[config.mk]
export PLATFORM = sky130hd
export DESIGN_NAME = touch_event_tracker
export DESIGN_NICKNAME = d
export VERILOG_FILES = /design/src/design/tet_pkg.sv /design/src/design/tet_regs.sv /design/src/design/touch_event_tracker.sv
export SDC_FILE = /design/constraint.sdc
export NUM_CORES = 1
export LEC_CHECK = 0
export ABC_AREA = 1
export ABC_CLOCK_PERIOD_IN_PS = 6550
export BUFFER_PORTS_ARGS = -buffer_cell sky130_fd_sc_hd__buf_2
export CAP_MARGIN = 20
export CORE_MARGIN = 2
export CORE_UTILIZATION = 40
export CTS_CLUSTER_SIZE = 8
export DETAILED_ROUTE_END_ITERATION = 6
export PLACE_DENSITY = 0.58
export SKIP_LAST_GASP = 1
export SLEW_MARGIN = 20
export SYNTH_ARGS = -nofsm -noshare
export SYNTH_HDL_FRONTEND = slang
export SYNTH_SLANG_ARGS = --single-unit
[constraint.sdc]
create_clock -name clk -period 6.55 [get_ports clk]
set_input_delay 0.3275 -clock clk [delete_from_list [all_inputs] [get_ports clk]]
set_output_delay 0.3275 -clock clk [all_outputs]
set_load 0.005 [all_outputs]
[src/design/tet_pkg.sv]
`default_nettype none
// ----------------------------------------------------------------------------
// tet_pkg: shared types and helpers for the touch event tracker
// Command codes, configuration register map and the axis clamp.
// ----------------------------------------------------------------------------
package tet_pkg;

	typedef enum logic [1:0] {
		FUNC_POLL   = 2'd0,
		FUNC_CANCEL = 2'd1,
		FUNC_BEGIN  = 2'd2,
		FUNC_END    = 2'd3
	} func_t;

	localparam logic [1:0] PHASE_START = 2'd0;
	localparam logic [1:0] PHASE_MOVE  = 2'd1;
	localparam logic [1:0] PHASE_END   = 2'd2;

	typedef enum logic [2:0] {
		REG_DISP_WIDTH  = 3'd0,
		REG_DISP_HEIGHT = 3'd1,
		REG_ROTATED     = 3'd2,
		REG_POLL_IVL    = 3'd3,
		REG_BACKOFF     = 3'd4,
		REG_RELEASE     = 3'd5,
		REG_FAIL_LIMIT  = 3'd6
	} reg_idx_t;

	localparam int          ADDR_W        = 5;
	localparam logic [7:0]  PACKET_MARKER = 8'hAB;
	localparam logic [7:0]  COUNT_INVALID = 8'h80;
	localparam logic [6:0]  MAX_POINTS    = 7'd5;
	localparam logic [15:0] AXIS_MAX      = 16'd4095;

	typedef struct packed {
		logic [12:0] screen_w;
		logic [12:0] screen_h;
		logic        rotated;
		logic [15:0] poll_interval_ms;
		logic [15:0] failure_backoff_ms;
		logic [7:0]  release_samples;
		logic [7:0]  failure_limit;
	} cfg_t;

	// Clamp to (size-1) taken to 16 bits, then saturate to the 12-bit range.
	function automatic logic [11:0] clamp_axis(input logic [15:0] v, input logic [12:0] size);
		logic [15:0] bound;
		logic [15:0] t;
		bound = {3'b000, size} - 16'd1;
		t = (v > bound) ? bound : v;
		return (t > AXIS_MAX) ? 12'hFFF : t[11:0];
	endfunction

endpackage
`default_nettype wire

[src/design/tet_regs.sv]
`default_nettype none
// ----------------------------------------------------------------------------
// tet_regs: configuration register file
// APB-style write/read of the seven tracker settings, always ready.
// ----------------------------------------------------------------------------
module tet_regs import tet_pkg::*; (
	input  wire logic              clk,
	input  wire logic              arst_n,
	input  wire logic              psel,
	input  wire logic              penable,
	input  wire logic              pwrite,
	input  wire logic [ADDR_W-1:0] paddr,
	input  wire logic [31:0]       pwdata,
	output logic      [31:0]       prdata,
	output logic                   pready,
	output cfg_t                   cfg
);

	cfg_t     cfg_q;
	reg_idx_t idx;
	logic     wr_en;

	assign idx    = reg_idx_t'(paddr[ADDR_W-1:2]);
	assign wr_en  = psel && penable && pwrite;
	assign pready = 1'b1;
	assign cfg    = cfg_q;

	always_ff @(posedge clk or negedge arst_n) begin
		if (!arst_n) begin
			cfg_q.screen_w           <= 13'd480;
			cfg_q.screen_h           <= 13'd222;
			cfg_q.rotated            <= 1'b0;
			cfg_q.poll_interval_ms   <= 16'd20;
			cfg_q.failure_backoff_ms <= 16'd250;
			cfg_q.release_samples    <= 8'd2;
			cfg_q.failure_limit      <= 8'd5;
		end else if (wr_en) begin
			unique case (idx)
				REG_DISP_WIDTH:  cfg_q.screen_w           <= pwdata[12:0];
				REG_DISP_HEIGHT: cfg_q.screen_h           <= pwdata[12:0];
				REG_ROTATED:     cfg_q.rotated            <= pwdata[0];
				REG_POLL_IVL:    cfg_q.poll_interval_ms   <= pwdata[15:0];
				REG_BACKOFF:     cfg_q.failure_backoff_ms <= pwdata[15:0];
				REG_RELEASE:     cfg_q.release_samples    <= pwdata[7:0];
				REG_FAIL_LIMIT:  cfg_q.failure_limit      <= pwdata[7:0];
				default: ;
			endcase
		end
	end

	always_comb begin
		unique case (idx)
			REG_DISP_WIDTH:  prdata = {19'd0, cfg_q.screen_w};
			REG_DISP_HEIGHT: prdata = {19'd0, cfg_q.screen_h};
			REG_ROTATED:     prdata = {31'd0, cfg_q.rotated};
			REG_POLL_IVL:    prdata = {16'd0, cfg_q.poll_interval_ms};
			REG_BACKOFF:     prdata = {16'd0, cfg_q.failure_backoff_ms};
			REG_RELEASE:     prdata = {24'd0, cfg_q.release_samples};
			REG_FAIL_LIMIT:  prdata = {24'd0, cfg_q.failure_limit};
			default:         prdata = 32'd0;
		endcase
	end

endmodule
`default_nettype wire

[src/design/touch_event_tracker.sv]
`default_nettype none
// An accepted item enters the input register, then is decoded into the
// result register. Throughput: 1 item per cycle while the result is not
// stalled; the state update is one pass of compares, a 32-bit add and
// two axis clamps between the input and result registers.
// Reset: asynchronous, clears tracking state, disables polling, loads
// config defaults; no clearing pass.
// ----------------------------------------------------------------------------
// touch_event_tracker: touch controller event tracker
// Gates polls by enable, backoff and interval, decodes packets into
// start/move/end events and handles cancel, begin and end commands.
// ----------------------------------------------------------------------------
module touch_event_tracker import tet_pkg::*; (
	input  wire logic              clk,
	input  wire logic              arst_n,
	// APB-style configuration
	input  wire logic              psel,
	input  wire logic              penable,
	input  wire logic              pwrite,
	input  wire logic [ADDR_W-1:0] paddr,
	input  wire logic [31:0]       pwdata,
	output logic      [31:0]       prdata,
	output logic                   pready,
	// command items
	input  wire logic              in_valid,
	output logic                   in_stall,
	input  wire logic [1:0]        func,
	input  wire logic [31:0]       now_ms,
	input  wire logic              read_ok,
	input  wire logic [7:0]        status_byte,
	input  wire logic [7:0]        x_high_byte,
	input  wire logic [7:0]        y_high_byte,
	input  wire logic [7:0]        low_nibbles,
	input  wire logic [7:0]        count_byte,
	input  wire logic [7:0]        marker_byte,
	// result items
	output logic                   out_valid,
	input  wire logic              out_stall,
	output logic                   event_valid,
	output logic      [1:0]        phase,
	output logic                   touched,
	output logic      [11:0]       x_pos,
	output logic      [11:0]       y_pos,
	output logic                   ack_needed,
	output logic                   packet_used,
	output logic                   enabled_now
);

	typedef struct packed {
		func_t       func;
		logic [31:0] now_ms;
		logic        read_ok;
		logic [7:0]  status_byte;
		logic [7:0]  x_high_byte;
		logic [7:0]  y_high_byte;
		logic [7:0]  low_nibbles;
		logic [7:0]  count_byte;
		logic [7:0]  marker_byte;
	} item_t;

	typedef struct packed {
		logic        event_valid;
		logic [1:0]  phase;
		logic        touched;
		logic [11:0] x_pos;
		logic [11:0] y_pos;
		logic        ack_needed;
		logic        packet_used;
		logic        enabled_now;
	} res_t;

	cfg_t cfg;

	tet_regs u_regs (
		.clk     (clk),
		.arst_n  (arst_n),
		.psel    (psel),
		.penable (penable),
		.pwrite  (pwrite),
		.paddr   (paddr),
		.pwdata  (pwdata),
		.prdata  (prdata),
		.pready  (pready),
		.cfg     (cfg)
	);

	// input register
	logic  v_s1;
	item_t item_s1;
	logic  adv;

	// tracker state
	logic        enabled_q, touch_q;
	logic [31:0] last_poll_q, backoff_q;
	logic [7:0]  fail_cnt_q, empty_cnt_q;
	logic [11:0] held_x_q, held_y_q;

	// result register
	logic out_valid_q;
	res_t res_q;

	assign adv      = v_s1 && (!out_valid_q || !out_stall);
	assign in_stall = v_s1 && !adv;

	always_ff @(posedge clk or negedge arst_n) begin
		if (!arst_n) begin
			v_s1 <= 1'b0;
		end else if (!in_stall) begin
			v_s1 <= in_valid;
		end
	end

	always_ff @(posedge clk) begin
		if (in_valid && !in_stall) begin
			item_s1.func        <= func_t'(func);
			item_s1.now_ms      <= now_ms;
			item_s1.read_ok     <= read_ok;
			item_s1.status_byte <= status_byte;
			item_s1.x_high_byte <= x_high_byte;
			item_s1.y_high_byte <= y_high_byte;
			item_s1.low_nibbles <= low_nibbles;
			item_s1.count_byte  <= count_byte;
			item_s1.marker_byte <= marker_byte;
		end
	end

	// next-state and result decode
	res_t        res_d;
	logic        enabled_d, touch_d;
	logic [31:0] last_poll_d, backoff_d;
	logic [7:0]  fail_cnt_d, empty_cnt_d;
	logic [11:0] held_x_d, held_y_d;

	logic        gate_ok;
	logic [31:0] since_last;
	logic        pkt_valid;
	logic [6:0]  points;
	logic        points_ok;
	logic [11:0] raw_x, raw_y;
	logic [15:0] w_m1, h_m1;
	logic [11:0] map_x, map_y;
	logic [7:0]  fail_inc, empty_inc;

	always_comb begin
		since_last = item_s1.now_ms - last_poll_q;
		gate_ok    = enabled_q && (item_s1.now_ms >= backoff_q)
			&& (since_last >= {16'd0, cfg.poll_interval_ms});

		pkt_valid = (item_s1.marker_byte == PACKET_MARKER)
			&& (item_s1.status_byte != PACKET_MARKER)
			&& (item_s1.status_byte != 8'd0)
			&& (item_s1.count_byte != COUNT_INVALID);
		points    = item_s1.count_byte[6:0];
		points_ok = pkt_valid && (points != 7'd0) && (points <= MAX_POINTS);

		raw_x = {item_s1.x_high_byte, item_s1.low_nibbles[7:4]};
		raw_y = {item_s1.y_high_byte, item_s1.low_nibbles[3:0]};
		w_m1  = {3'b000, cfg.screen_w} - 16'd1;
		h_m1  = {3'b000, cfg.screen_h} - 16'd1;
		if (cfg.rotated) begin
			map_x = clamp_axis(w_m1 - {4'd0, raw_y}, cfg.screen_w);
			map_y = clamp_axis({4'd0, raw_x}, cfg.screen_h);
		end else begin
			map_x = clamp_axis({4'd0, raw_y}, cfg.screen_w);
			map_y = clamp_axis(h_m1 - {4'd0, raw_x}, cfg.screen_h);
		end

		fail_inc  = (fail_cnt_q == 8'hFF) ? 8'hFF : fail_cnt_q + 8'd1;
		empty_inc = (empty_cnt_q == 8'hFF) ? 8'hFF : empty_cnt_q + 8'd1;

		res_d       = '0;
		enabled_d   = enabled_q;
		touch_d     = touch_q;
		last_poll_d = last_poll_q;
		backoff_d   = backoff_q;
		fail_cnt_d  = fail_cnt_q;
		empty_cnt_d = empty_cnt_q;
		held_x_d    = held_x_q;
		held_y_d    = held_y_q;

		case (item_s1.func)
			FUNC_CANCEL, FUNC_BEGIN, FUNC_END: begin
				touch_d     = 1'b0;
				last_poll_d = 32'd0;
				backoff_d   = 32'd0;
				fail_cnt_d  = 8'd0;
				empty_cnt_d = 8'd0;
				if (item_s1.func == FUNC_BEGIN) begin
					held_x_d  = 12'd0;
					held_y_d  = 12'd0;
					enabled_d = item_s1.read_ok;
				end else if (item_s1.func == FUNC_END) begin
					enabled_d = 1'b0;
				end
			end
			FUNC_POLL: begin
				if (gate_ok) begin
					last_poll_d = item_s1.now_ms;
					if (!item_s1.read_ok) begin
						backoff_d  = item_s1.now_ms + {16'd0, cfg.failure_backoff_ms};
						fail_cnt_d = fail_inc;
						if (fail_inc >= cfg.failure_limit) enabled_d = 1'b0;
					end else begin
						res_d.packet_used = 1'b1;
						fail_cnt_d        = 8'd0;
						if (!points_ok) begin
							res_d.ack_needed = 1'b1;
							if (touch_q) begin
								empty_cnt_d = empty_inc;
								// enough empty samples: release at the held position
								if (empty_inc >= cfg.release_samples) begin
									touch_d           = 1'b0;
									empty_cnt_d       = 8'd0;
									res_d.event_valid = 1'b1;
									res_d.phase       = PHASE_END;
									res_d.x_pos       = held_x_q;
									res_d.y_pos       = held_y_q;
								end
							end
						end else begin
							backoff_d         = 32'd0;
							empty_cnt_d       = 8'd0;
							res_d.event_valid = 1'b1;
							res_d.touched     = 1'b1;
							res_d.phase       = touch_q ? PHASE_MOVE : PHASE_START;
							res_d.x_pos       = map_x;
							res_d.y_pos       = map_y;
							touch_d           = 1'b1;
							held_x_d          = map_x;
							held_y_d          = map_y;
						end
					end
				end
			end
		endcase
		res_d.enabled_now = enabled_d;
	end

	always_ff @(posedge clk or negedge arst_n) begin
		if (!arst_n) begin
			enabled_q   <= 1'b0;
			touch_q     <= 1'b0;
			last_poll_q <= 32'd0;
			backoff_q   <= 32'd0;
			fail_cnt_q  <= 8'd0;
			empty_cnt_q <= 8'd0;
			held_x_q    <= 12'd0;
			held_y_q    <= 12'd0;
			out_valid_q <= 1'b0;
		end else begin
			if (adv) begin
				enabled_q   <= enabled_d;
				touch_q     <= touch_d;
				last_poll_q <= last_poll_d;
				backoff_q   <= backoff_d;
				fail_cnt_q  <= fail_cnt_d;
				empty_cnt_q <= empty_cnt_d;
				held_x_q    <= held_x_d;
				held_y_q    <= held_y_d;
				out_valid_q <= 1'b1;
			end else if (!out_stall) begin
				out_valid_q <= 1'b0;
			end
		end
	end

	always_ff @(posedge clk) begin
		if (adv) res_q <= res_d;
	end

	assign out_valid   = out_valid_q;
	assign event_valid = res_q.event_valid;
	assign phase       = res_q.phase;
	assign touched     = res_q.touched;
	assign x_pos       = res_q.x_pos;
	assign y_pos       = res_q.y_pos;
	assign ack_needed  = res_q.ack_needed;
	assign packet_used = res_q.packet_used;
	assign enabled_now = res_q.enabled_now;

	a_end_disables: assert property (@(posedge clk) disable iff (!arst_n)
		adv && item_s1.func == FUNC_END |=> !enabled_q)
		else $error("end command left polling enabled");

	a_end_untouched: assert property (@(posedge clk) disable iff (!arst_n)
		out_valid_q && res_q.event_valid && res_q.phase == PHASE_END |-> !res_q.touched)
		else $error("end event reported as touched");

	a_touch_used: assert property (@(posedge clk) disable iff (!arst_n)
		out_valid_q && res_q.touched |-> res_q.packet_used && res_q.event_valid)
		else $error("touch event without a consumed packet");

	a_stall_cause: assert property (@(posedge clk) disable iff (!arst_n)
		in_stall |-> v_s1 && out_valid_q && out_stall)
		else $error("input stalled without a blocked result");

	a_release_clears: assert property (@(posedge clk) disable iff (!arst_n)
		adv && res_d.event_valid && res_d.phase == PHASE_END |=> !touch_q && empty_cnt_q == 8'd0)
		else $error("release left touch tracking active");

endmodule
`default_nettype wire
### Word level (Yosys, flattened, before mapping)

Cells that the tools add are included.

* register bits: 297
* bits of input ports: 127
* output and inout bits: 66
* word-level logic and storage cells: 173

* $add $sub $neg: 8
* order comparisons: 13
* equal/unequal tests: 21
* multiplexer cells: 61
* reductions and logical operators: 36

Operators by type and width (count)
* $mux W12: 13
* $mux W32: 4
* $pmux W32 S2: 2
* $pmux W16 S7: 1
* $mux W24: 3
* $mux W8: 9
* $gt A16 B12 Y1 const B: 4
* $mux W16: 4
* $pmux W12 S2: 2
* $add A32 B16 Y32: 1
* $ge A32 B16 Y1: 1
* $ge A32 B32 Y1: 1
* $gt A12 B16 Y1: 2
* $gt A16 B16 Y1: 2
* $pmux W8 S2: 2
* $sub A16 B12 Y16: 2
* $sub A32 B32 Y32: 1
* $sub A13 B1 Y14 const B: 2
* $eq A8 B8 Y1 const B: 3
* $reduce_and A2 Y1: 9
* $add A8 B1 Y8 const B: 2
* $ge A8 B8 Y1: 2
* $mux W1: 16
* $ne A8 B8 Y1 const B: 2
* other kinds (22): 49

### Logic depth before layout (Yosys ltp)

* depth in word-level cells: 11
* gate-level depth with buffers: 31
* mapped depth without buffers: 31

### By module

Synthesis repeated with hierarchy kept, for this count alone.

* cell total of the unflattened synthesis: 2936
* area, all modules: 21625.7 µm²

Modules (own cells, without submodules)
* touch_event_tracker: times used 1, cells each 2437, area an instance 17684.5 µm², seq. area each 6095.8 µm²
* tet_regs: times used 1, cells each 499, area an instance 3941.3 µm², seq. area each 1903.1 µm²

### Least setup slack after synthesis

Ideal clock, no wire load.

* kind: register to register
* start point: register u_regs.cfg_q, in the netlist u_regs.cfg[62]
* end point: register res_q, in the netlist x_pos[11], data pin
* library setup time: 265 ps
* arrival time: 4145 ps
* data required time: 6285 ps
* slack: 2140 ps
* cell stages (with the launch flop): 27
* path buffers: 2
* cell sequence: dfrtp_1 > inv_1 > ha_1 > nand2_1 > nor2_2 > xor2_1 > inv_1 > ha_1 > nand2_1 > nor2_1 > nand3_1 > o2111ai_1 > nand2_1 > o21ai_0 > nor2_1 > clkbuf_1 > ha_1 > xor2_1 > nor2_2 > nand4_1 > nand2_1 > nand2_1 > nand2_1 > nand2_1 > buf_4 > o21bai_1 > a21oi_1

* cells in the longest elaborated chain, start to end: 8
* elaborated cells between the ends (all ways): 12
* classes of those cells: add/sub (2); order compare (4); mux (6)

Ends and longest elaborated chain
* start, declared: RTL line tet_regs.sv:19 `cfg_t cfg_q;`
* $sub A13 B1 Y14 (*): RTL line tet_pkg.sv:49, touch_event_tracker.sv:158
* $sub A16 B12 Y16: RTL line touch_event_tracker.sv:161 `map_x = clamp_axis(w_m1 - {4'd0, raw_y}, cfg.screen_w);`
* $gt A16 B16 Y1: RTL line tet_pkg.sv:50 `t = (v > bound) ? bound : v;`
* $mux W16: RTL line tet_pkg.sv:50
* $gt A16 B12 Y1: RTL line tet_pkg.sv:51 `return (t > AXIS_MAX) ? 12'hFFF : t[11:0];`
* $mux W12: RTL line tet_pkg.sv:51
* $mux W12 (*): RTL line touch_event_tracker.sv:160 `if (cfg.rotated) begin`
* $mux W24 (*): RTL line touch_event_tracker.sv:206 `if (!points_ok) begin`
* end signal, assigned: RTL line touch_event_tracker.sv:268 `if (adv) res_q <= res_d;`
* end, declared: RTL line touch_event_tracker.sv:100 `res_t res_q;`

Every way passes the cells marked *; elsewhere a longest branch is shown, timed or not.
A chain may end at the register's enable or synchronous reset.

### Final worst setup path

* start point: register u_regs.cfg_q, in the netlist u_regs.cfg[64]
* end point: register res_q, in the netlist x_pos[11], data pin

The elaborated chain is that of the path after synthesis.

==> impl_metrics.csv <==
group,metric,value,unit
cells_and_area,finalNonFillerCells,3780,
cells_and_area,fin_nets,3363,
drt,wire_per_inst,16.4,um
clock_tree,cts.sinks,296,
sta,rsz0062_at_grt,"false",
global_route,use_met2,39.8,%
logic_synthesis,yosysMostFrequentCell,"nand2_1",
clock_tree,clk_latency,0.58,ns
sta,min_period_over_period,88.2,%
logic_synthesis,synth_edf_count,113,
floorplanning,dieWidth,232,um
drt,drt_iter0_drc,1188,
drt,ant_nets,0,
clock_tree,ctsLongestPathBuffers,3,
clock_tree,cts_made_buffers,44,
clock_tree,cts.reportedPaths.clkPinSlew,0.05,ns
global_route,grt_first_pass_wirelength,98600,um
logic_synthesis,ys_types,58,
worst_setup_path,cp_data_arrival_time,6.08,ns
floorplanning,die_area,53700,um^2
cells_and_area,diodes,0,
worst_setup_path,crit_path_end_kind,"register",
sta,finalHoldViolCount,0,
min_path,hold_path_depth,3,
worst_setup_path,cp_max_fo,16,
logic_synthesis,netlist_area,20800,um^2
cells_and_area,area_growth,17.3,%
floorplanning,start_util,40.5,%
floorplanning,ios,193,
status,status,"complete, no violations",
clock_tree,cts_tree,"built",
global_route,grt_max_degree,80,
drt,drc,0,
placed_design,placed_cells,3611,
logic_synthesis,synthTopCellsByArea,"dfrtp_1, edfxtp_1, nand2_1",
placed_design,gp_congestion,0.915,
worst_setup_path,crit_family,"simple AND/OR/NAND/NOR gates",
logic_synthesis,syn_area_per_cell,7.36,um^2
logic_synthesis,synthesis.instances,2819,
global_route,grt_util_all_layers,23.2,%
logic_synthesis,yosysSeqAreaShare,38.5,%
power_and_ir_drop,vdd_drop_max,0.195,mV
sta,setup_tns,0,ns
worst_setup_path,slowest_stage,"nor2_1",
sta,setup_viol,0,
placed_design,io_buffers,156,
drt,via_per_inst,4.98,
global_route,grt_pass1_vias,18400,
sta,slew_violations,0,
clock_tree,clock-root-buffer,"clkbuf_16",
clock_tree,h-tree-depth,2,
cells_and_area,register_area,8000,um^2
floorplanning,coreArea,51300,um^2
cells_and_area,multi_input_area,10700,um^2
worst_setup_path,crit_chain,"nor2_1 -> nand3_1 -> nor3_1 -> nand2_1 -> xor2_1 -> inv_1 -> ha_1 -> a21oi_1 -> o2111ai_1 -> nand2_1 -> o21ai_0 -> nor2_1 -> ha_1 -> xor2_1 -> nor2_2 -> nand4_1 -> nand4_2 -> buf_4 -> nand3_1 -> nand2_1 -> nand2_1 -> o21bai_1 -> a21oi_1",
power_and_ir_drop,cellPowerDensity,311,nW/um^2
logic_synthesis,ys_seq_elements,296,
global_route,overflow,0,
clock_tree,cts_resized,0,
logic_synthesis,synth_top_cell_by_area,"dfrtp_1",
worst_setup_path,crit_buf_inv,2,
global_route,antenna_found_initial,1,
worst_setup_path,cpMostUsedCell,"nand2_1",
flow_run,cap_violations,0,
min_path,min_path_type,"in -> reg",
worst_setup_path,rr_worst_depth,23,
clock_tree,hold_buffers,88,
worst_setup_path,crit_cells,23,
logic_synthesis,async_flop_share,61.8,%
worst_setup_path,crit_path_start_kind,"register",
power_and_ir_drop,p_leak,12.1,nW
drt,vias,18800,
global_route,grtUsageMet3,2.96,%
clock_tree,postCtsSetupRepairBufs,0,
sta,slew_headroom,28.8,%
logic_synthesis,synth_top_flop_cell,"dfrtp_1",
worst_setup_path,setup.worst_path.class,"reg -> reg",
worst_setup_path,required,6.85,ns
floorplanning,rows,83,
cells_and_area,drive_above_1_share,9.35,%
global_route,use_met1,30.7,%
drt,drt_first_pass_iters,5,
logic_synthesis,synth_top_area_share,19.5,%
worst_setup_path,critPathMaxStageDelay,0.78,ns
sta,worstMarginPinSlew,1.07,ns
drt,routed_wirelength,61900,um
sta,skew,0.0243,ns
cells_and_area,fillers,5150,
sta,fin_crit,5.78,ns
placed_design,place_hpwl,47500,um
sta,clock.fmax,173,MHz
logic_synthesis,synthTopCellsByCount,"nand2_1, inv_1, nor2_1",
global_route,gr-max-usage-layer,"met2",
floorplanning,die-height,232,um
logic_synthesis,yosysWarnings,0,
==> cell type report <==
cell class	instances	share of cell area, %
tap	680	3.50
multi-input combinational	2008	43.9
sequential	296	32.9
clock inverter	3	0.123
inverter	459	7.09
clock buffer	78	5.27
timing repair buffer	256	7.23
==> through the flow <==
stage,utilization [%],total power [mW],cell area [um^2],hold slack [ns],setup slack (ns)
detailed placement,43.1,5.35,22100,0.430,0.800
global route,47.4,8.15,24300,0.0385,0.0795
finish,47.4,7.57,24300,0.0252,0.774
global placement,43.1,5.30,22100,0.419,0.787
floorplan,-,4.51,20800,0.0319,2.14
CTS,47.4,7.62,24300,0.00733,0.777
==> report_power, final <==
part / internal (mW) / switching [mW] / leakage [nW]
combinational: 1.06 / 1.96 / 8.08
clock: 1.31 / 0.869 / 0.626
sequential: 2.17 / 0.197 / 3.45
==> per-layer routing <==
metal / vias to the layer above / share of wire [%]
met2: 425 / 47
li1: 9550 / -
met5: - / 0.021
met4: 2 / 2.5
met3: 102 / 4.4
met1: 8737 / 46
==> sequential cells by signal, indices dropped and copies added, names as in the netlist, 2 cells and up <==
name,count
item_s1,82
held_y_q,12
u_regs.cfg,75
x_pos,12
held_x_q,12
backoff_q,32
fail_cnt_q,8
phase,2
empty_cnt_q,8
y_pos,12
last_poll_q,32
==> layout by cell type (no fill, tap or decap), drive strengths merged, types with 11 or more instances in the layout <==
cell,n
conb,17
buf,167
clkbuf,79
o22ai,21
nor2,236
nor3,38
xor2,59
ha,167
o21ai,193
nand4,28
inv,455
nand2,864
nand3,141
dlygate4sd3,88
dfrtp,162
a21oi,152
dfstp,21
edfxtp,113
xnor2,11
==> cell families (layout without fill, tap and decap cells) <==
group,after synthesis,count (layout),share of synthesized area (%)
XOR/XNOR,70,70,2.95
adder cells (fa/ha/maj),171,171,10.5
flip-flops,296,296,38.5
AND/OR/NAND/NOR,1325,1325,26.4
buffers and inverters,530,796,10.3
AO/OA/AOI/OAI,425,425,11.3
other,2,17,0.0362
==> worst register-to-register path, cell delays in order (launching register included) <==
cell       delay [ns]
dfrtp_1          0.44
nor2_1           0.15
nand3_1          0.12
nor3_1           0.25
nand2_1          0.10
xor2_1           0.37
inv_1            0.12
ha_1             0.38
a21oi_1          0.23
o2111ai_1        0.22
nand2_1          0.10
o21ai_0          0.10
nor2_1           0.78
ha_1             0.40
xor2_1           0.18
nor2_2           0.16
nand4_1          0.12
nand4_2          0.10
buf_4            0.20
nand3_1          0.09
nand2_1          0.07
nand2_1          0.23
o21bai_1         0.46
a21oi_1          0.11
==> worst paths after layout <==
check | from | end | slack, ns
min reg2reg | backoff_q[21]$_DFFE_PN0P_ | backoff_q[21]$_DFFE_PN0P_ | 0.47
max | u_regs.cfg[64]$_DFFE_PN0P_ | x_pos[11]$_SDFFCE_PN0P_ | 0.77
max in group asynchronous | arst_n | touch_q$_DFFE_PN0P_ | 4.86
min | pwdata[12] | u_regs.cfg[74]$_DFFE_PN0P_ | 0.03
min in group asynchronous | arst_n | held_x_q[0]$_DFFE_PN0P_ | 0.37
max reg2reg | u_regs.cfg[64]$_DFFE_PN0P_ | x_pos[11]$_SDFFCE_PN0P_ | 0.77
No activity file was read; power rests on OpenSTA's default activity.
